### config.mk
export PLATFORM = sky130hd
export DESIGN_NAME = bmpc_ctrl
export DESIGN_NICKNAME = d
export VERILOG_FILES = /design/src/hdl/bmpc_pkg.sv /design/src/hdl/bmpc_ctrl.sv
export SDC_FILE = /design/constraint.sdc
export NUM_CORES = 1
export LEC_CHECK = 0
export BUFFER_PORTS_ARGS = -buffer_cell sky130_fd_sc_hd__clkbuf_2
export CAP_MARGIN = 20
export CORE_MARGIN = 1.5
export CORE_UTILIZATION = 36
export CTS_CLUSTER_DIAMETER = 120
export DETAILED_ROUTE_END_ITERATION = 8
export PLACE_DENSITY_LB_ADDON = 0.25
export SKIP_CTS_REPAIR_TIMING = 1
export SYNTH_ARGS = -nofsm -noshare
export SYNTH_HDL_FRONTEND = slang
export SYNTH_SLANG_ARGS = --single-unit
### constraint.sdc
create_clock -name clock -period 5.5 [get_ports clock]
set_clock_uncertainty 0.1 [all_clocks]
set_input_delay 0.275 -clock clock [delete_from_list [all_inputs] [get_ports clock]]
set_output_delay 0.275 -clock clock [all_outputs]
set_load 0.03 [all_outputs]
### src/hdl/bmpc_pkg.sv
// Shared types, constants and address helpers for the bubble memory page controller.
// Used by every module of the block; no dependencies.
`timescale 1ns / 1ps
`default_nettype none

package bmpc_pkg;

   // byte store size and address widths
   localparam int STORE_BYTES = 131072;
   localparam int STORE_AW    = $clog2(STORE_BYTES);
   localparam int MEDIA_AW    = 17;
   localparam int SMALL_BYTES = 'h8000;
   localparam int LARGE_BYTES = 'h20000;

   // smallest address that is out of range for each media size
   localparam logic [MEDIA_AW:0] LIMIT_SMALL =
      (MEDIA_AW+1)'((SMALL_BYTES < STORE_BYTES) ? SMALL_BYTES : STORE_BYTES);
   localparam logic [MEDIA_AW:0] LIMIT_LARGE =
      (MEDIA_AW+1)'((LARGE_BYTES < STORE_BYTES) ? LARGE_BYTES : STORE_BYTES);
   localparam logic [MEDIA_AW:0] STORE_END = (MEDIA_AW+1)'(STORE_BYTES);

   // page geometry
   localparam logic [15:0] PAGE_MASK_SMALL = 16'h03ff;
   localparam logic [15:0] PAGE_MASK_LARGE = 16'h07ff;
   localparam logic [6:0]  PAGE_SIZE_SMALL = 7'h20;
   localparam logic [6:0]  PAGE_SIZE_LARGE = 7'h40;

   // status flag bit positions
   localparam int ST_BUSY = 0;
   localparam int ST_ERR  = 1;
   localparam int ST_RDA  = 2;
   localparam int ST_TDRA = 3;
   localparam int ST_CERR = 4;

   // error flag bit positions
   localparam int ER_UNDEF = 0;
   localparam int ER_NOMRK = 1;
   localparam int ER_POVR  = 5;
   localparam int ER_EJECT = 6;

   // bus operations
   localparam logic OP_READ  = 1'b0;
   localparam logic OP_WRITE = 1'b1;

   // bus register indexes
   localparam logic [2:0] REG_DATA     = 3'd0;
   localparam logic [2:0] REG_CMD      = 3'd1;
   localparam logic [2:0] REG_STATUS   = 3'd2;
   localparam logic [2:0] REG_ERROR    = 3'd3;
   localparam logic [2:0] REG_PAGE_HI  = 3'd4;
   localparam logic [2:0] REG_PAGE_LO  = 3'd5;
   localparam logic [2:0] REG_COUNT_HI = 3'd6;
   localparam logic [2:0] REG_COUNT_LO = 3'd7;

   // command codes
   localparam logic [7:0] CMD_READ      = 8'd1;
   localparam logic [7:0] CMD_WRITE     = 8'd2;
   localparam logic [7:0] CMD_RESET     = 8'd4;
   localparam logic [7:0] CMD_RESET_ALT = 8'd15;

   // configuration register indexes
   localparam logic [1:0] CSR_MEDIA_LARGE   = 2'd0;
   localparam logic [1:0] CSR_MEDIA_PRESENT = 2'd1;
   localparam logic [1:0] CSR_PROTECT_ON    = 2'd2;

   typedef struct packed {
      logic       operation;
      logic [2:0] reg_index;
      logic [7:0] write_byte;
   } bus_req_type;

   typedef struct packed {
      logic                rd_en;
      logic                wr_en;
      logic [STORE_AW-1:0] addr;
      logic [7:0]          wdata;
   } store_req_type;

   // byte address of an offset within a page, page number masked to media size
   function automatic logic [MEDIA_AW-1:0] page_addr(input logic [15:0] page,
                                                     input logic large_media,
                                                     input logic [5:0] off);
      logic [MEDIA_AW-1:0] a;
      if (large_media) begin
         a = {page[10:0], off};
      end else begin
         a = {2'b00, page[9:0], off[4:0]};
      end
      return a;
   endfunction

endpackage

`default_nettype wire

### src/hdl/bmpc_ctrl.sv
// Register file and request sequencing of the page controller.
// Reads and writes the byte store. Depends on bmpc_pkg.
`timescale 1ns / 1ps
`default_nettype none

module bmpc_ctrl
   import bmpc_pkg::*;
(
   input  wire logic          clock,
   input  wire logic          reset,
   input  wire logic          csr_write,
   input  wire logic [1:0]    csr_index,
   input  wire logic [0:0]    csr_data,
   input  wire logic          accept,
   input  wire bus_req_type   req,
   input  wire logic [7:0]    store_rdata,
   output store_req_type      store_req,
   output logic [7:0]         result
);

   logic        large_ff, large_in;
   logic        present_ff, present_in;
   logic        protect_ff, protect_in;
   logic [7:0]  latch_ff, latch_in;
   logic        pend_ff, pend_in;
   logic        zero_ff, zero_in;
   logic [7:0]  last_ff, last_in;
   logic [15:0] page_ff, page_in;
   logic [15:0] count_ff, count_in;
   logic [6:0]  off_ff, off_in;
   logic [4:0]  st_ff, st_in;
   logic [6:0]  er_ff, er_in;

   logic [7:0]          lat;
   logic [15:0]         page_mask;
   logic [6:0]          page_len;
   logic [MEDIA_AW:0]   limit;
   logic [5:0]          off_m;
   logic [6:0]          off_inc;
   logic                last_byte;
   logic [MEDIA_AW-1:0] addr_cur;
   logic [MEDIA_AW-1:0] addr_step;
   logic [MEDIA_AW-1:0] addr_base;
   logic [MEDIA_AW-1:0] addr_next;
   logic [15:0]         page_next;
   logic [15:0]         count_dec;
   logic                over;
   logic [4:0]          st_s;

   // configuration registers
   always_comb begin
      large_in   = large_ff;
      present_in = present_ff;
      protect_in = protect_ff;
      if (csr_write) begin
         case (csr_index)
            CSR_MEDIA_LARGE:   large_in   = csr_data[0];
            CSR_MEDIA_PRESENT: present_in = csr_data[0];
            CSR_PROTECT_ON:    protect_in = csr_data[0];
            default: ;
         endcase
      end
   end

   // data latch as seen now: a store read issued last cycle lands here
   assign lat = pend_ff ? (zero_ff ? 8'h00 : store_rdata) : latch_ff;

   // page geometry and addresses
   assign page_mask = large_ff ? PAGE_MASK_LARGE : PAGE_MASK_SMALL;
   assign page_len  = large_ff ? PAGE_SIZE_LARGE : PAGE_SIZE_SMALL;
   assign limit     = large_ff ? LIMIT_LARGE : LIMIT_SMALL;
   assign off_m     = large_ff ? off_ff[5:0] : {1'b0, off_ff[4:0]};
   assign off_inc   = {1'b0, off_m} + 7'd1;
   assign last_byte = (off_inc == page_len);
   assign page_next = (page_ff + 16'd1) & page_mask;
   assign count_dec = (count_ff == 16'd0) ? 16'd0 : count_ff - 16'd1;
   assign addr_cur  = page_addr(page_ff, large_ff, off_m);
   assign addr_step = page_addr(page_ff, large_ff, off_inc[5:0]);
   assign addr_base = page_addr(page_ff, large_ff, 6'd0);
   assign addr_next = page_addr(page_next, large_ff, 6'd0);
   assign over      = ({1'b0, addr_cur} >= limit);

   // status register as seen by a status read, with ready bits re-armed
   always_comb begin
      st_s = st_ff;
      if (!present_ff) begin
         st_s[ST_BUSY] = 1'b0;
      end
      if (last_ff == CMD_READ && present_ff) begin
         st_s[ST_RDA] = 1'b1;
      end else if (last_ff == CMD_WRITE && present_ff) begin
         st_s[ST_TDRA] = 1'b1;
      end
   end

   // request processing
   always_comb begin
      latch_in  = lat;
      pend_in   = 1'b0;
      zero_in   = 1'b0;
      last_in   = last_ff;
      page_in   = page_ff;
      count_in  = count_ff;
      off_in    = off_ff;
      st_in     = st_ff;
      er_in     = er_ff;
      store_req = '0;
      result    = 8'h00;
      if (accept) begin
         if (req.operation == OP_READ) begin
            case (req.reg_index)
               REG_DATA: begin
                  result = lat;
                  if (st_ff[ST_RDA]) begin
                     if (over) begin
                        er_in[ER_POVR] = 1'b1;
                        st_in[ST_ERR]  = 1'b1;
                        st_in[ST_CERR] = 1'b1;
                     end else if (last_byte) begin
                        st_in[ST_BUSY] = 1'b0;
                        st_in[ST_RDA]  = 1'b0;
                        st_in[ST_CERR] = 1'b1;
                        off_in         = 7'd0;
                        count_in       = count_dec;
                        if (count_dec != 16'd0) begin
                           st_in[ST_BUSY]  = 1'b1;
                           st_in[ST_CERR]  = 1'b0;
                           page_in         = page_next;
                           store_req.rd_en = 1'b1;
                           store_req.addr  = addr_next[STORE_AW-1:0];
                           pend_in         = 1'b1;
                           zero_in         = ({1'b0, addr_next} >= STORE_END);
                        end
                     end else begin
                        off_in          = off_inc;
                        st_in[ST_CERR]  = 1'b0;
                        st_in[ST_BUSY]  = 1'b1;
                        store_req.rd_en = 1'b1;
                        store_req.addr  = addr_step[STORE_AW-1:0];
                        pend_in         = 1'b1;
                        zero_in         = ({1'b0, addr_step} >= STORE_END);
                     end
                  end
               end
               REG_STATUS: begin
                  st_in  = st_s;
                  result = {st_s[ST_CERR], st_s[ST_TDRA], st_s[ST_RDA], 3'b000,
                            st_s[ST_ERR], st_s[ST_BUSY]};
               end
               REG_ERROR: begin
                  result = {er_ff[ER_EJECT], 1'b0, er_ff[5:0]};
               end
               default: begin
                  result = 8'hff;
               end
            endcase
         end else begin
            case (req.reg_index)
               REG_DATA: begin
                  latch_in = req.write_byte;
                  if (st_ff[ST_TDRA]) begin
                     if (over) begin
                        er_in[ER_POVR] = 1'b1;
                        st_in[ST_ERR]  = 1'b1;
                        st_in[ST_CERR] = 1'b1;
                     end else begin
                        store_req.wr_en = 1'b1;
                        store_req.addr  = addr_cur[STORE_AW-1:0];
                        store_req.wdata = req.write_byte;
                        if (last_byte) begin
                           st_in[ST_BUSY] = 1'b0;
                           st_in[ST_TDRA] = 1'b0;
                           st_in[ST_CERR] = 1'b1;
                           st_in[ST_ERR]  = 1'b0;
                           off_in         = 7'd0;
                           count_in       = count_dec;
                           if (count_dec != 16'd0) begin
                              st_in[ST_BUSY] = 1'b1;
                              st_in[ST_CERR] = 1'b0;
                              page_in        = page_next;
                           end
                        end else begin
                           off_in = off_inc;
                        end
                     end
                  end
               end
               REG_CMD: begin
                  st_in   = '0;
                  er_in   = '0;
                  last_in = req.write_byte;
                  case (req.write_byte)
                     CMD_READ: begin
                        off_in = 7'd0;
                        if (!present_ff) begin
                           st_in[ST_ERR]   = 1'b1;
                           st_in[ST_CERR]  = 1'b1;
                           er_in[ER_NOMRK] = 1'b1;
                        end else begin
                           st_in[ST_RDA]   = 1'b1;
                           store_req.rd_en = 1'b1;
                           store_req.addr  = addr_base[STORE_AW-1:0];
                           pend_in         = 1'b1;
                           zero_in         = ({1'b0, addr_base} >= STORE_END);
                        end
                     end
                     CMD_WRITE: begin
                        st_in[ST_BUSY] = 1'b1;
                        if (!present_ff) begin
                           st_in[ST_ERR]   = 1'b1;
                           st_in[ST_CERR]  = 1'b1;
                           er_in[ER_NOMRK] = 1'b1;
                        end else if (protect_ff) begin
                           st_in[ST_BUSY] = 1'b0;
                           st_in[ST_CERR] = 1'b1;
                        end else begin
                           off_in         = 7'd0;
                           st_in[ST_TDRA] = 1'b1;
                        end
                     end
                     CMD_RESET, CMD_RESET_ALT: begin
                        latch_in = 8'h00;
                        page_in  = 16'd0;
                        count_in = 16'd0;
                     end
                     default: begin
                        st_in[ST_ERR]   = 1'b1;
                        st_in[ST_CERR]  = 1'b1;
                        er_in[ER_UNDEF] = 1'b1;
                     end
                  endcase
               end
               REG_PAGE_HI:  page_in  = {req.write_byte, page_ff[7:0]};
               REG_PAGE_LO:  page_in  = {page_ff[15:8], req.write_byte};
               REG_COUNT_HI: count_in = {req.write_byte, count_ff[7:0]};
               REG_COUNT_LO: count_in = {count_ff[15:8], req.write_byte};
               default: ;
            endcase
         end
      end
   end

   // state registers
   always_ff @(posedge clock) begin
      if (reset) begin
         large_ff   <= 1'b0;
         present_ff <= 1'b0;
         protect_ff <= 1'b0;
         latch_ff   <= 8'h00;
         pend_ff    <= 1'b0;
         zero_ff    <= 1'b0;
         last_ff    <= 8'h00;
         page_ff    <= 16'd0;
         count_ff   <= 16'd0;
         off_ff     <= 7'd0;
         st_ff      <= '0;
         er_ff      <= '0;
      end else begin
         large_ff   <= large_in;
         present_ff <= present_in;
         protect_ff <= protect_in;
         latch_ff   <= latch_in;
         pend_ff    <= pend_in;
         zero_ff    <= zero_in;
         last_ff    <= last_in;
         page_ff    <= page_in;
         count_ff   <= count_in;
         off_ff     <= off_in;
         st_ff      <= st_in;
         er_ff      <= er_in;
      end
   end

endmodule

`default_nettype wire

==> flow_summary.yaml <==
worst_setup_path:
  slowest_delay_ns: 0.93
  end_kind: "primary output"
  crit_slowest_cell: "o32ai_1"
  start_kind: "flip-flop"
  path_cells: "o21ai_0, and4_1, o32ai_1, and2_1, a31oi_1, a221oi_1, clkbuf_2"
  path_max_fanout: 28
  arrival_ns: 3.75
  crit_type: "reg2out"
  crit_required_ns: 5.12
grt:
  grt_first_pass_wirelength_mm: 26.0
  overflow: 0
  antenna_found_initial: 0
  gr-usage-all-layers_pct: 22.5
  grt_max_degree: 57
  grt_pass1_vias: 5036
clock_network:
  cts_tree: "done"
  clock-sinks: 61
  clk_pin_slew_ns: 0.06
  root_buffer: "clkbuf_16"
  numCtsBuffers: 9
  clk_latency_ns: 0.34
  clockBufferDepth: 2
  htree_levels: 3
final_layout:
  layout-drive-gt1-share_pct: 13.8
  final_cells: 914
  final_util_pct: 41.9
  stdcell_area_um2: 5560
  register_area_um2: 1220
  final_nets: 772
  syn2layout_area_growth_pct: 12.9
  num_antenna_cells: 0
  fill_cells: 1435
  multi_input_area_um2: 3440
floorplan:
  die_w_um: 120
  start_util_pct: 37.1
  std_cell_rows: 42
  coreArea_um2: 13300
  io_pins: 62
  die_area_um2: 14400
  chipHeight_um: 120
timing:
  layout_min_cycle_time_ns: 4.13
  rsz0062_at_grt: "false"
  tightest_slew_ns: 1.08
  relSlewSlack_pct: 27.7
  final-setup-viol-count: 0
  fin_ws_ns: 1.37
  tns_ns: 0
  hold_viol_final: 0
  period_share_pct: 75.0
  slew_viol_final: 0
  fmax_mhz: 242
detailed_routing:
  drcViolationCount: 0
  first_pass_iters: 5
  via_count: 5372
  vias_per_cell: 5.88
  avgRoutedWirePerCell_um: 17.8
  drt_iter0_markers: 487
  drt_wl_total_mm: 16.3
  postRouteAntennaNets: 0
synth:
  synth-xor-area-share_pct: 3.20
  ys_ff_latch: 61
  yosysMostFrequentCell: "nand2_1"
  synthSimpleGateAreaFrac_pct: 30.3
  synth_top_family_by_area: "simple AND/OR/NAND/NOR gates"
  synth_fa_ha_area_share_pct: 2.79
  synth.largest_area_cell: "dfxtp_1"
  synthCells: 698
  ys_seq_area_share_pct: 24.8
  muxShareOfSynthArea_pct: 5.46
  ys_warn_count: 0
  synth_top_area_share_pct: 24.8
  synthTopCellsByCount: "nand2_1 (94), nor2_1 (87), dfxtp_1 (61)"
  async_flop_share_pct: 0
  synth.distinct_cells: 69
  netlist_top_cells_area: "dfxtp_1 (25%), nand2_1 (7.2%), nor2_1 (6.6%)"
  synth_edf_count: 0
  synth_compound_area_share_pct: 27.9
  syn_avg_cell_area_um2: 7.06
  synth_area_um2: 4930
  synthFlopType: "dfxtp_1"
flow_run:
  cap_violations: 0
pwr:
  ir_drop_mv: 0.0918
  powerDensity_nw_per_um2: 196
  leakage_uw: 0.00212
place:
  io_buffers: 61
  dp_slack_ns: 1.77
  gp_congestion: 0.903
  placed_cell_area_um2: 5300
  dp_cells: 899
  dp_hpwl_mm: 11.6
worst_hold_path:
  hold_class: "in2reg"
status:
  status: "completed"
## critical path: cells and delay by family, from the launching register on
kind,cells,cell delay [ns]
compound gates,4,1.54
flops,1,0.92
simple gates,2,0.66
buf+inv,1,0.27
## logic make-up (layout without fill, tap and decap cells)
family	count (synthesis)	in the layout
buffers and inverters	64	103
flip-flops	61	61
AND/OR/NAND/NOR	311	311
other	1	2
adder cells (fa/ha/maj)	11	11
AO/OA/AOI/OAI	207	207
multiplexers	25	25
XOR/XNOR	18	18
## sequential cells by signal (all words and copies together), names as in the netlist
name	count
present_ff	1
pend_ff	1
off_ff	6
large_ff	1
page_ff	11
count_ff	16
last_ff	8
latch_ff	8
st_ff	5
protect_ff	1
er_ff	3
## layout by cell type (no fill, tap or decap), types with 3 or more instances in the layout
cell,instances
nor3_1,23
nand3_1,18
clkbuf_16,9
o21ai_1,3
nand2b_1,14
nor4_1,8
nor2b_1,6
o2111ai_1,5
mux2_2,15
a32oi_1,12
mux2i_1,10
xnor2_1,8
o22ai_1,3
inv_1,23
a22o_1,11
a221oi_1,3
nand4_1,8
nand3b_1,4
or4b_2,3
a22oi_1,15
and2_1,16
nand2_1,94
nor3b_1,3
and3_1,14
o21a_1,6
a211oi_1,6
a21oi_1,40
xor2_1,10
a21o_1,4
o21ai_0,60
nor2_1,87
clkbuf_2,61
dfxtp_1,61
ha_1,11
o31a_1,3
a31oi_1,10
## power breakdown
group | switching [uW] | internal [uW] | leakage [uW] | total, uW
logic | 86.8 | 35.5 | 0.00150 | 122
registers | 4.69 | 445 | 0.000492 | 450
clock network | 207 | 313 | 0.000127 | 520
total | 299 | 794 | 0.00212 | 1090
## per-stage QoR
stage / total power, uW / hold slack (ns)
6_report: 1090 / 0.122
5_1_grt: 1130 / 0.148
4_1_cts: 1100 / 0.120
3_5_place_dp: 580 / 0.348
3_3_place_gp: 578 / 0.342
2_1_floorplan: 537 / 0.300
## final cells by class
| type | instances | share of cell area (%) |
|---|---|---|
| Timing Repair Buffer | 63 | 5.76 |
| Multi-Input combinational cell | 574 | 61.8 |
| Tap cell | 176 | 3.96 |
| Sequential cell | 61 | 21.9 |
| Inverter | 25 | 1.69 |
| Clock buffer | 11 | 4.36 |
| Clock inverter | 4 | 0.450 |
## per-layer routing
metal / track usage, % / vias up / routed length [um]
li1: - / 2616 / -
met1: 31.6 / 2546 / 7770
met2: 34.9 / 185 / 7180
met3: 3.52 / 25 / 958
met4: 7.51 / 0 / 351
met5: 0 / - / 0
## path summary, 6_finish.rpt
check | start | to | slack, ns | depth (start not counted)
max | large_ff | store_req[14] | 1.37 | 7
min | csr_data | protect_ff | 0.12 | 3
max reg2reg | count_ff[0] | page_ff[8] | 2.06 | 9
min reg2reg | last_ff[7] | last_ff[7] | 0.36 | 2
Note: power is estimated with default switching activity, not from simulation.
