`config.mk`:
```
export PLATFORM = sky130hd
export DESIGN_NAME = bmpc_resp_buf
export DESIGN_NICKNAME = d
export VERILOG_FILES = /design/src/hdl/bmpc_pkg.sv /design/src/hdl/bmpc_resp_buf.sv
export SDC_FILE = /design/constraint.sdc
export NUM_CORES = 1
export LEC_CHECK = 0
export BUFFER_PORTS_ARGS = -buffer_cell sky130_fd_sc_hd__buf_2
export CAP_MARGIN = 20
export CORE_UTILIZATION = 25
export CTS_CLUSTER_SIZE = 8
export DETAILED_ROUTE_END_ITERATION = 6
export PLACE_DENSITY = 0.56
export RECOVER_POWER = 25
export SETUP_SLACK_MARGIN = 0.05
export SLEW_MARGIN = 40
export SYNTH_ARGS = -nofsm -noshare
export SYNTH_HDL_FRONTEND = slang
export SYNTH_SLANG_ARGS = --single-unit
```
`constraint.sdc`:
```
create_clock -name clock -period 2.6 [get_ports clock]
set_input_delay 0.26 -clock clock [delete_from_list [all_inputs] [get_ports clock]]
set_output_delay 0.26 -clock clock [all_outputs]
set_load 0.005 [all_outputs]
```
`src/hdl/bmpc_pkg.sv`:
```
// Shared types, constants and address helpers for the bubble memory page controller.
// Used by every module of the block; no dependencies.
`timescale 1ns / 1ps
`default_nettype none

package bmpc_pkg;

   // byte store size and address widths
   localparam int STORE_BYTES = 131072;
   localparam int STORE_AW    = $clog2(STORE_BYTES);
   localparam int MEDIA_AW    = 17;
   localparam int SMALL_BYTES = 'h8000;
   localparam int LARGE_BYTES = 'h20000;

   // smallest address that is out of range for each media size
   localparam logic [MEDIA_AW:0] LIMIT_SMALL =
      (MEDIA_AW+1)'((SMALL_BYTES < STORE_BYTES) ? SMALL_BYTES : STORE_BYTES);
   localparam logic [MEDIA_AW:0] LIMIT_LARGE =
      (MEDIA_AW+1)'((LARGE_BYTES < STORE_BYTES) ? LARGE_BYTES : STORE_BYTES);
   localparam logic [MEDIA_AW:0] STORE_END = (MEDIA_AW+1)'(STORE_BYTES);

   // page geometry
   localparam logic [15:0] PAGE_MASK_SMALL = 16'h03ff;
   localparam logic [15:0] PAGE_MASK_LARGE = 16'h07ff;
   localparam logic [6:0]  PAGE_SIZE_SMALL = 7'h20;
   localparam logic [6:0]  PAGE_SIZE_LARGE = 7'h40;

   // status flag bit positions
   localparam int ST_BUSY = 0;
   localparam int ST_ERR  = 1;
   localparam int ST_RDA  = 2;
   localparam int ST_TDRA = 3;
   localparam int ST_CERR = 4;

   // error flag bit positions
   localparam int ER_UNDEF = 0;
   localparam int ER_NOMRK = 1;
   localparam int ER_POVR  = 5;
   localparam int ER_EJECT = 6;

   // bus operations
   localparam logic OP_READ  = 1'b0;
   localparam logic OP_WRITE = 1'b1;

   // bus register indexes
   localparam logic [2:0] REG_DATA     = 3'd0;
   localparam logic [2:0] REG_CMD      = 3'd1;
   localparam logic [2:0] REG_STATUS   = 3'd2;
   localparam logic [2:0] REG_ERROR    = 3'd3;
   localparam logic [2:0] REG_PAGE_HI  = 3'd4;
   localparam logic [2:0] REG_PAGE_LO  = 3'd5;
   localparam logic [2:0] REG_COUNT_HI = 3'd6;
   localparam logic [2:0] REG_COUNT_LO = 3'd7;

   // command codes
   localparam logic [7:0] CMD_READ      = 8'd1;
   localparam logic [7:0] CMD_WRITE     = 8'd2;
   localparam logic [7:0] CMD_RESET     = 8'd4;
   localparam logic [7:0] CMD_RESET_ALT = 8'd15;

   // configuration register indexes
   localparam logic [1:0] CSR_MEDIA_LARGE   = 2'd0;
   localparam logic [1:0] CSR_MEDIA_PRESENT = 2'd1;
   localparam logic [1:0] CSR_PROTECT_ON    = 2'd2;

   typedef struct packed {
      logic       operation;
      logic [2:0] reg_index;
      logic [7:0] write_byte;
   } bus_req_type;

   typedef struct packed {
      logic                rd_en;
      logic                wr_en;
      logic [STORE_AW-1:0] addr;
      logic [7:0]          wdata;
   } store_req_type;

   // byte address of an offset within a page, page number masked to media size
   function automatic logic [MEDIA_AW-1:0] page_addr(input logic [15:0] page,
                                                     input logic large_media,
                                                     input logic [5:0] off);
      logic [MEDIA_AW-1:0] a;
      if (large_media) begin
         a = {page[10:0], off};
      end else begin
         a = {2'b00, page[9:0], off[4:0]};
      end
      return a;
   endfunction

endpackage

`default_nettype wire

```
`src/hdl/bmpc_resp_buf.sv`:
```
// Response output register with a skid stage for the page controller.
// Holds up to two read bytes while the consumer stalls. Depends on bmpc_pkg.
`timescale 1ns / 1ps
`default_nettype none

module bmpc_resp_buf
   import bmpc_pkg::*;
(
   input  wire logic       clock,
   input  wire logic       reset,
   input  wire logic       push,
   input  wire logic [7:0] push_data,
   output logic            full,
   output logic            rsp_valid,
   input  wire logic       rsp_stall,
   output logic [7:0]      rsp_read_byte
);

   logic       out_valid_ff, out_valid_in;
   logic [7:0] out_data_ff, out_data_in;
   logic       skid_valid_ff, skid_valid_in;
   logic [7:0] skid_data_ff, skid_data_in;

   // refill the output register from the skid stage first, then from a new request
   always_comb begin
      out_valid_in  = out_valid_ff;
      out_data_in   = out_data_ff;
      skid_valid_in = skid_valid_ff;
      skid_data_in  = skid_data_ff;
      if (!out_valid_ff || !rsp_stall) begin
         if (skid_valid_ff) begin
            out_valid_in  = 1'b1;
            out_data_in   = skid_data_ff;
            skid_valid_in = 1'b0;
         end else begin
            out_valid_in = push;
            out_data_in  = push_data;
         end
      end else if (push) begin
         skid_valid_in = 1'b1;
         skid_data_in  = push_data;
      end
   end

   always_ff @(posedge clock) begin
      if (reset) begin
         out_valid_ff  <= 1'b0;
         skid_valid_ff <= 1'b0;
      end else begin
         out_valid_ff  <= out_valid_in;
         skid_valid_ff <= skid_valid_in;
      end
      out_data_ff  <= out_data_in;
      skid_data_ff <= skid_data_in;
   end

   assign full          = skid_valid_ff;
   assign rsp_valid     = out_valid_ff;
   assign rsp_read_byte = out_data_ff;

endmodule

`default_nettype wire

```
==> metrics.txt, run 1 <==
DRC errors left 0; antenna viol nets, final 0; RSZ-0062 raised after global routing no; core footprint 2520 sq um; gr usage total 0.0798; Post-Place Cells 82; # H-tree levels 1; Area after DPL 807 sq um; Mean Syn Cell Area ~21 sq um; post_cts resized 0; register area share after synthesis 0.770; critical path buffer and inverter count 1; Fill cells approximately 260; Post-Synth Adder-Cell Area 0; area of the multi-input gates between 100 and 150 sq um; Layout Cells excl Fill 86; Slew Viols, Final 0; main combinational cell family by area after synthesis multiplexers; Die X 54.0 microns; Reg clk slew, reported paths 0.10 ns; Combinational Power Share 0.076; Routed WL 1.02 mm; Initial Util 0.268; Final Hold Viols 0; Net Sw Power 101 uW; Port Buffers 21; post-synthesis mux area share 0.178; GPL Wtd Cong 0.614; Worst setup EP type output port; Setup crit start kind register; design area 827 sq um; gr ovfl total 0; critical path, cell by cell buf_2; CP max stage delay 0.69 ns; Clk pwr share 0.273; Slew HR 0.622; min Tclk post-route ~1.4 ns; Mapped Area 676 sq um; Setup CP Type register to output port; Fmax 0.690 GHz; number of synthesis warnings 0; CTS tree yes; Slowest-stage cell, CP dfxtp_1; net count after synthesis 44; row count 18; final HPWL from detailed placement 729 microns; layout cell share with drive strength beyond 1 0.482; Clock Sinks 18; Worst Path Max Fanout 10; Switching Fraction 0.197; Setup TNS Final 0 ns; vias per std cell 4.15; critical path arrival around 1.2 ns; post-synthesis cell count 32; largest net degree at the start of global routing 11; DR WL/cell 11.8 microns; post-synthesis xor/xnor area fraction 0; postcts setup bufs 0; DIE HEIGHT 54.0 microns; Synth Area in Simple Gates 0.0278; layout net count between 60 and 70; vias in the first global route 343; total power 514 uW; Pleak 0.325 nW; WP data required around 2.3 ns; Synth cell types 9; final worst slack about 1.2 ns; first-pass GRT wire length 1.57 mm; Hold Path Class input pin to register; Register Area 520 sq um; clk root buf clkbuf_4; number of setup violations in the final report 0; Top Ports 22; Worst VDD drop around 0.27 mV; Slew @ Worst Pin 0.566 ns; Max-cap violations 0; Flop pwr share 0.652; Clock Path Buffers 2; n_diodes 0; CTS Hold Bufs 0; CTS Buf Count 3; die area 2910 sq um; Iter 0 DRT Violations 9; P_int 413 uW; Layout area overhead 22.4%; Vias 357; pre-CTS WS 1.32 ns; Tcrit/Tclk final 0.557; count of state elements after synthesis 18; TritonRoute pass-1 iters 3; cell family with most CP delay flip-flops; Worst-Skew Late Latency 0.28 ns; worst-case clock skew approximately 0.0021 ns; status finished clean; power density over the cells 622 nW/um^2; Synth Area in Compound Gates 0.00741; initial antenna violation count 0
-- synthesized netlist by cell type (all sizes together) --
master   n  area share
nor2     1      0.0056
mux2     8        0.18
buf      1       0.017
dfxtp    2       0.059
nand2    1      0.0056
a21oi    1      0.0074
and3     1      0.0093
edfxtp  16        0.71
nor3     1      0.0074
-- power groups by stage --
stage	Sequential (mW)	Clock [mW]	Combinational [mW]
2_1_floorplan	0.342	0	0.0177
6_report	0.335	0.140	0.0389
3_3_place_gp	0.341	0	0.0397
3_5_place_dp	0.342	0	0.0407
4_1_cts	0.335	0.147	0.0406
5_1_grt	0.337	0.159	0.0434
-- stage by stage --
stage           util  hold WS (ns)
6_report       0.328         0.136
3_3_place_gp   0.320         0.433
4_1_cts        0.330         0.127
5_1_grt        0.328         0.134
3_5_place_dp   0.320         0.439
2_1_floorplan      -         0.329
-- state kept, by name (all words and copies together), names as in the netlist --
register and cells:
rsp_read_byte 8, skid_data_ff 8, full 1, rsp_valid 1
-- worst paths after layout --
kind | start | cells past startpoint | slack (ns) | to
worst max-delay path | full | 1 | 1.15 | full
worst min-delay path | reset | 2 | 0.14 | rsp_valid
worst max register to register | full | 1 | 1.32 | rsp_read_byte[5]
worst min register to register | skid_data_ff[4] | 1 | 0.55 | rsp_read_byte[4]
-- logic make-up (layout without fill, tap and decap cells) --
kind of cell    Yosys count  after routing
flops                    18             18
mux                       8              8
simple gates              4              4
compound gates            1              1
buf+inv                   1             25
-- per-layer routing --
layer	GRT usage	part of all wire
met1	0.0949	0.41
met2	0.130	0.52
met3	0.0169	0.065
met4	0.0513	0
met5	0	0
-- final cells by class --
| cell class | instances | area share |
|---|---|---|
| sequential | 18 | 0.629 |
| multi-input combinational | 13 | 0.174 |
| timing repair buffer | 21 | 0.120 |
| tap | 30 | 0.0454 |
| clock buffer | 4 | 0.0318 |
-- layout by cell type (no fill, tap or decap) --
master,synthesis,layout
mux2_4,8,8
a21oi_1,1,1
nor2_1,1,1
dfxtp_1,2,2
nor3_1,1,1
nand2_1,1,1
clkbuf_4,0,3
and3_1,1,1
clkbuf_1,0,6
edfxtp_1,16,16
buf_2,0,16
Note: power is estimated with default switching activity, not from simulation.
==> run 2, diff against run 1 <==
- PLACE_DENSITY: 0.56 -> 0.58
- clock period: 2.6 -> 1.3 ns (I/O delays scaled with it)
==> run 2 against run 1 <==
First-iteration DRC count down 89%; worst setup slack lost 0.94 ns; sequential power is 99% higher; total power up 110%; via count rose by 2.5%; largest cell class unchanged; die area unchanged; register-to-register slack got worse by 1.1 ns; core utilization increased by 1.3 points; global-route usage about the same; non-clock buffer count up 3.
==> metrics.txt, run 2 (synthesized netlist as in run 1, its figures left out) <==
status finished clean; Pleak 0.340 nW (+4.8%); Layout area overhead 27.2%; layout cell share with drive strength beyond 1 0.475 (-0.00757); largest net degree at the start of global routing 11 (unchanged); post_cts resized 0 (unchanged); vias per std cell 4.11 (-0.93%); GPL Wtd Cong 0.645 (+5.0%); CP max stage delay 0.39 ns (-0.30 ns); # H-tree levels 1 (unchanged); power density over the cells 1260 nW/um^2 (+100%); gr usage total 0.0796 (-0.000188); core footprint 2520 sq um (unchanged); global routing usage on met1 0.101 (+0.00632); antenna viol nets, final 0 (unchanged); number of setup violations in the final report 0 (unchanged); Clock Sinks 18 (unchanged); Worst VDD drop 0.509 mV (+91%); Setup TNS Final 0 ns (unchanged); CTS Hold Bufs 1 (+1); Initial Util 0.268 (unchanged); most common cell after layout, fill and taps aside edfxtp_1; DR WL/cell 11.0 microns (-6.7%); total power 1.08 mW (+110%); Worst setup EP type register; cell family with most CP delay simple AND/OR/NAND/NOR gates; Worst-Skew Late Latency 0.28 ns (about the same); GR Util met3 0.0311 (+0.0141); Fill cells 257 (+0.78%); M2 GR Usage 0.105 (-0.0247); Final Hold Viols 0 (unchanged); clk root buf clkbuf_4; Iter 0 DRT Violations 1 (-8); Top Ports 22 (unchanged); postcts setup bufs 0 (unchanged); row count 18 (unchanged); gr ovfl total 0 (unchanged); final HPWL from detailed placement 743 microns (+1.9%); Routed WL 981 microns (-3.4%); Fmax between 0.9 and 1 GHz; TritonRoute pass-1 iters 4 (+1); Setup CP Type register to register; CTS Buf Count 3 (unchanged); Slew HR 0.725 (+0.103); worst-case clock skew 0.00447 ns (+0.00235 ns); die area 2910 sq um (unchanged); Die X 54.0 microns (unchanged); Slew Viols, Final 0 (unchanged); WP data required 1.26 ns (-1.08 ns); first-pass GRT wire length 1.52 mm (-3.5%); CTS tree yes; critical path buffer and inverter count 0 (-1); worst hold slack 0.0301 ns (-0.106 ns); Slew @ Worst Pin 0.412 ns (-0.154 ns); Final Core Density 0.341 (+0.0129); RSZ-0062 raised after global routing no; DIE HEIGHT 54.0 microns (unchanged); Port Buffers 21 (unchanged); Reg clk slew, reported paths 0.10 ns (about the same); DRC errors left 0 (unchanged); min Tclk post-route 1.09 ns; critical path, cell by cell and3_1; GR peak layer met2; Setup crit start kind register; Vias 366 (+2.5%); commonest non-fill, non-tap cells in the layout edfxtp_1, buf_2, mux2_4, clkbuf_1, clkbuf_4; Max-cap violations 0 (unchanged); Worst Path Max Fanout 8 (-2); Clock Path Buffers 2 (unchanged); Tcrit/Tclk final 0.838; initial antenna violation count 0 (unchanged); n_diodes 0 (unchanged); critical path arrival 1.05 ns (-0.14 ns); vias in the first global route 318 (-7.3%); layout net count 72 (+4.3%); Slowest-stage cell, CP and3_1; Hold Path Class input pin to register
run 2: cell types whose count changed in the layout (fill, tap and decap cells not counted):
cell	before	now
buf_4	0	2
clkbuf_1	6	7
clkbuf_8	0	1
buf_2	16	14
dlygate4sd3_1	0	1
run 2: final timing paths:
path / startpoint / slack, ns / cells after the start / to
worst min register to register: skid_data_ff[4] / 0.56 / 1 / rsp_read_byte[4]
worst min-delay path: push_data[1] / 0.03 / 1 / skid_data_ff[1]
worst max-delay path: rsp_valid / 0.21 / 1 / skid_data_ff[2]
worst max register to register: rsp_valid / 0.21 / 1 / skid_data_ff[2]
run 2: metal layers:
metal | part of all wire | vias up
met5 | 0 | -
met4 | 0 | 0
met3 | 0.090 | 0
met2 | 0.45 | 14
met1 | 0.46 | 173
li1 | - | 179
run 2: per-stage QoR:
| stage | instances | worst slack [ns] | area [sq um] |
|---|---|---|---|
| after detailed placement | 84 | 0.228 | 822 |
| after CTS | 89 | 0.194 | 868 |
| final | 89 | 0.211 | 860 |
| after global routing | 89 | 0.139 | 860 |
| after floorplan | 32 | 0.253 | 676 |
| after global placement | 84 | 0.233 | 822 |
run 2: report_power, final:
group	switching, mW	internal, mW	total [mW]
combinational	0.0350	0.0485	0.0835
sequential	0.00684	0.660	0.667
clock	0.164	0.170	0.334
total	0.206	0.879	1.08
run 2: cell type report:
class                           count  area, sq um  area share
Multi-Input combinational cell     13          144       0.167
Timing Repair Buffer               24          121       0.141
Clock buffer                        4         36.3      0.0422
Sequential cell                    18          520       0.606
Tap cell                           30         37.5      0.0437
==> run 3, diff against run 2 <==
- clock period: 1.3 -> 0.89 ns (I/O delays scaled with it)
==> run 3 against run 2 <==
The flow now finishes with violations (setup timing); count of clock-buffer cells in the layout unchanged; fmax increased by 6.6%; via count increased by 10%; highest routed layer is now met4; total power increased by 43%.
==> metrics.txt, run 3 (synthesized netlist as in run 1, its figures left out) <==
status finished with violations; failing checks setup timing; clk root buf clkbuf_4; Slew @ Worst Pin 0.168 ns (-0.244 ns); core footprint 2520 sq um (unchanged); Layout area overhead 44.6%; CTS Buf Count 3 (unchanged); die area 2910 sq um (unchanged); commonest non-fill, non-tap cells in the layout buf_2, edfxtp_1, dlygate4sd3_1, mux2_4; Clock Sinks 18 (unchanged); Iter 0 DRT Violations 3 (+2); gr ovfl total 0 (unchanged); Max-cap violations 0 (unchanged); DRC errors left 0 (unchanged); Routed WL 1.29 mm (+31%); worst-case clock skew 0.00579 ns (+0.00132 ns); n_diodes 0 (unchanged); Fmax 0.979 GHz (+6.6%); Tcrit/Tclk final 1.15 (+0.310); most common cell after layout, fill and taps aside buf_2; CTS tree yes; Reg clk slew, reported paths 0.10 ns (about the same); number of setup violations in the final report 18 (+18); layout net count 81 (+13%); critical path arrival 1.07 ns (+0.02 ns); DR WL/cell 13.2 microns (+19%); GPL Wtd Cong 0.614 (-4.8%); Vias 404 (+10%); Top Ports 22 (unchanged); Die X 54.0 microns (unchanged); DIE HEIGHT 54.0 microns (unchanged); row count 18 (unchanged); Slew HR 0.887 (+0.162); Setup crit start kind register; final worst slack -0.132 ns (-0.343 ns); largest net degree at the start of global routing 11 (unchanged); power density over the cells 1590 nW/um^2 (+26%); Setup CP Type register to register; Initial Util 0.268 (unchanged); design area 977 sq um (+14%); min Tclk post-route 1.02 ns (-0.0671 ns); WP data required 0.94 ns (-0.32 ns); antenna viol nets, final 0 (unchanged); total power 1.56 mW (+43%); worst hold slack 0.0971 ns (+0.0671 ns); Worst VDD drop 0.719 mV (+41%); Final Hold Viols 0 (unchanged); Port Buffers 21 (unchanged); # H-tree levels 1 (unchanged); Worst Path Max Fanout 5 (-3); Clock Path Buffers 2 (unchanged); Worst setup EP type register; layout cell share with drive strength beyond 1 0.544 (+0.0695); Slew Viols, Final 0 (unchanged); vias per std cell 4.12 (+0.25%); Area after DPL 817 sq um (-0.61%); Worst-Skew Late Latency 0.29 ns (about the same); vias in the first global route 409 (+29%); RSZ-0062 raised after global routing yes; Hold Path Class input pin to register; Pleak 0.396 nW (+16%); first-pass GRT wire length 1.79 mm (+18%); initial antenna violation count 0 (unchanged); TritonRoute pass-1 iters 4 (unchanged); gr usage total 0.0949 (+0.0153)
run 3: changes by cell type in the layout (fill, tap and decap cells not counted):
| cell | change |
|---|---|
| and3_1 | -1 |
| and3_4 | +1 |
| buf_2 | +4 |
| buf_4 | -1 |
| buf_6 | +3 |
| clkbuf_1 | -4 |
| clkbuf_8 | -1 |
| dfxtp_1 | -2 |
| dfxtp_4 | +2 |
| dlygate4sd3_1 | +8 |
| nand2_1 | -1 |
| nand2_4 | +1 |
run 3: critical path, stage by stage (launching register included):
cell	delay, ns
dfxtp_4	0.37
buf_6	0.13
mux2_4	0.29
run 3: area by class of cell:
cell class	count	area (sq um)
Fill cell	256	1550
Multi-Input combinational cell	13	156
Tap cell	30	37.5
Timing Repair Buffer	33	229
Sequential cell	18	528
Clock buffer	4	26.3
run 3: through the flow:
stage | utilization | setup WS (ns) | setup TNS (ns) | std cells
final | 0.387 | -0.132 | -1.39 | 98
after global routing | 0.387 | -0.146 | -1.99 | 98
after CTS | 0.373 | -0.128 | -1.28 | 95
after detailed placement | 0.324 | -0.194 | -1.52 | 82
after global placement | 0.324 | -0.178 | -1.42 | 82
after floorplan | - | -0.128 | -1.03 | 32
run 3: worst paths after layout:
kind,slack [ns],cells past startpoint,start,end
setup / recovery,-0.13,2,full,rsp_read_byte[3]
hold / removal,0.1,3,push,rsp_valid
setup reg to reg,-0.13,2,full,rsp_read_byte[3]
hold reg to reg,0.56,1,skid_data_ff[0],rsp_read_byte[0]
run 3: power by group:
part,total [mW],leakage (nW),internal (mW),switching [mW]
Sequential,0.975,0.173,0.961,0.0141
Clock,0.415,0.0150,0.174,0.241
Combinational,0.166,0.208,0.106,0.0600
run 3: per-layer routing:
| layer | share of wire | track usage | vias to the layer above |
|---|---|---|---|
| met5 | 0 | 0 | - |
| met1 | 0.39 | 0.106 | 189 |
| met3 | 0.080 | 0.0311 | 2 |
| li1 | - | - | 196 |
| met2 | 0.52 | 0.146 | 17 |
| met4 | 0.0085 | 0.0769 | 0 |
run 3: what timing repair did:
item	CTS	global route
endpoints found under the setup margin	35	26
pin swaps	0	1
gates resized for setup	2	5
hold buffers	9	0
endpoints found under the hold margin	10	0
buffers inserted	0	3
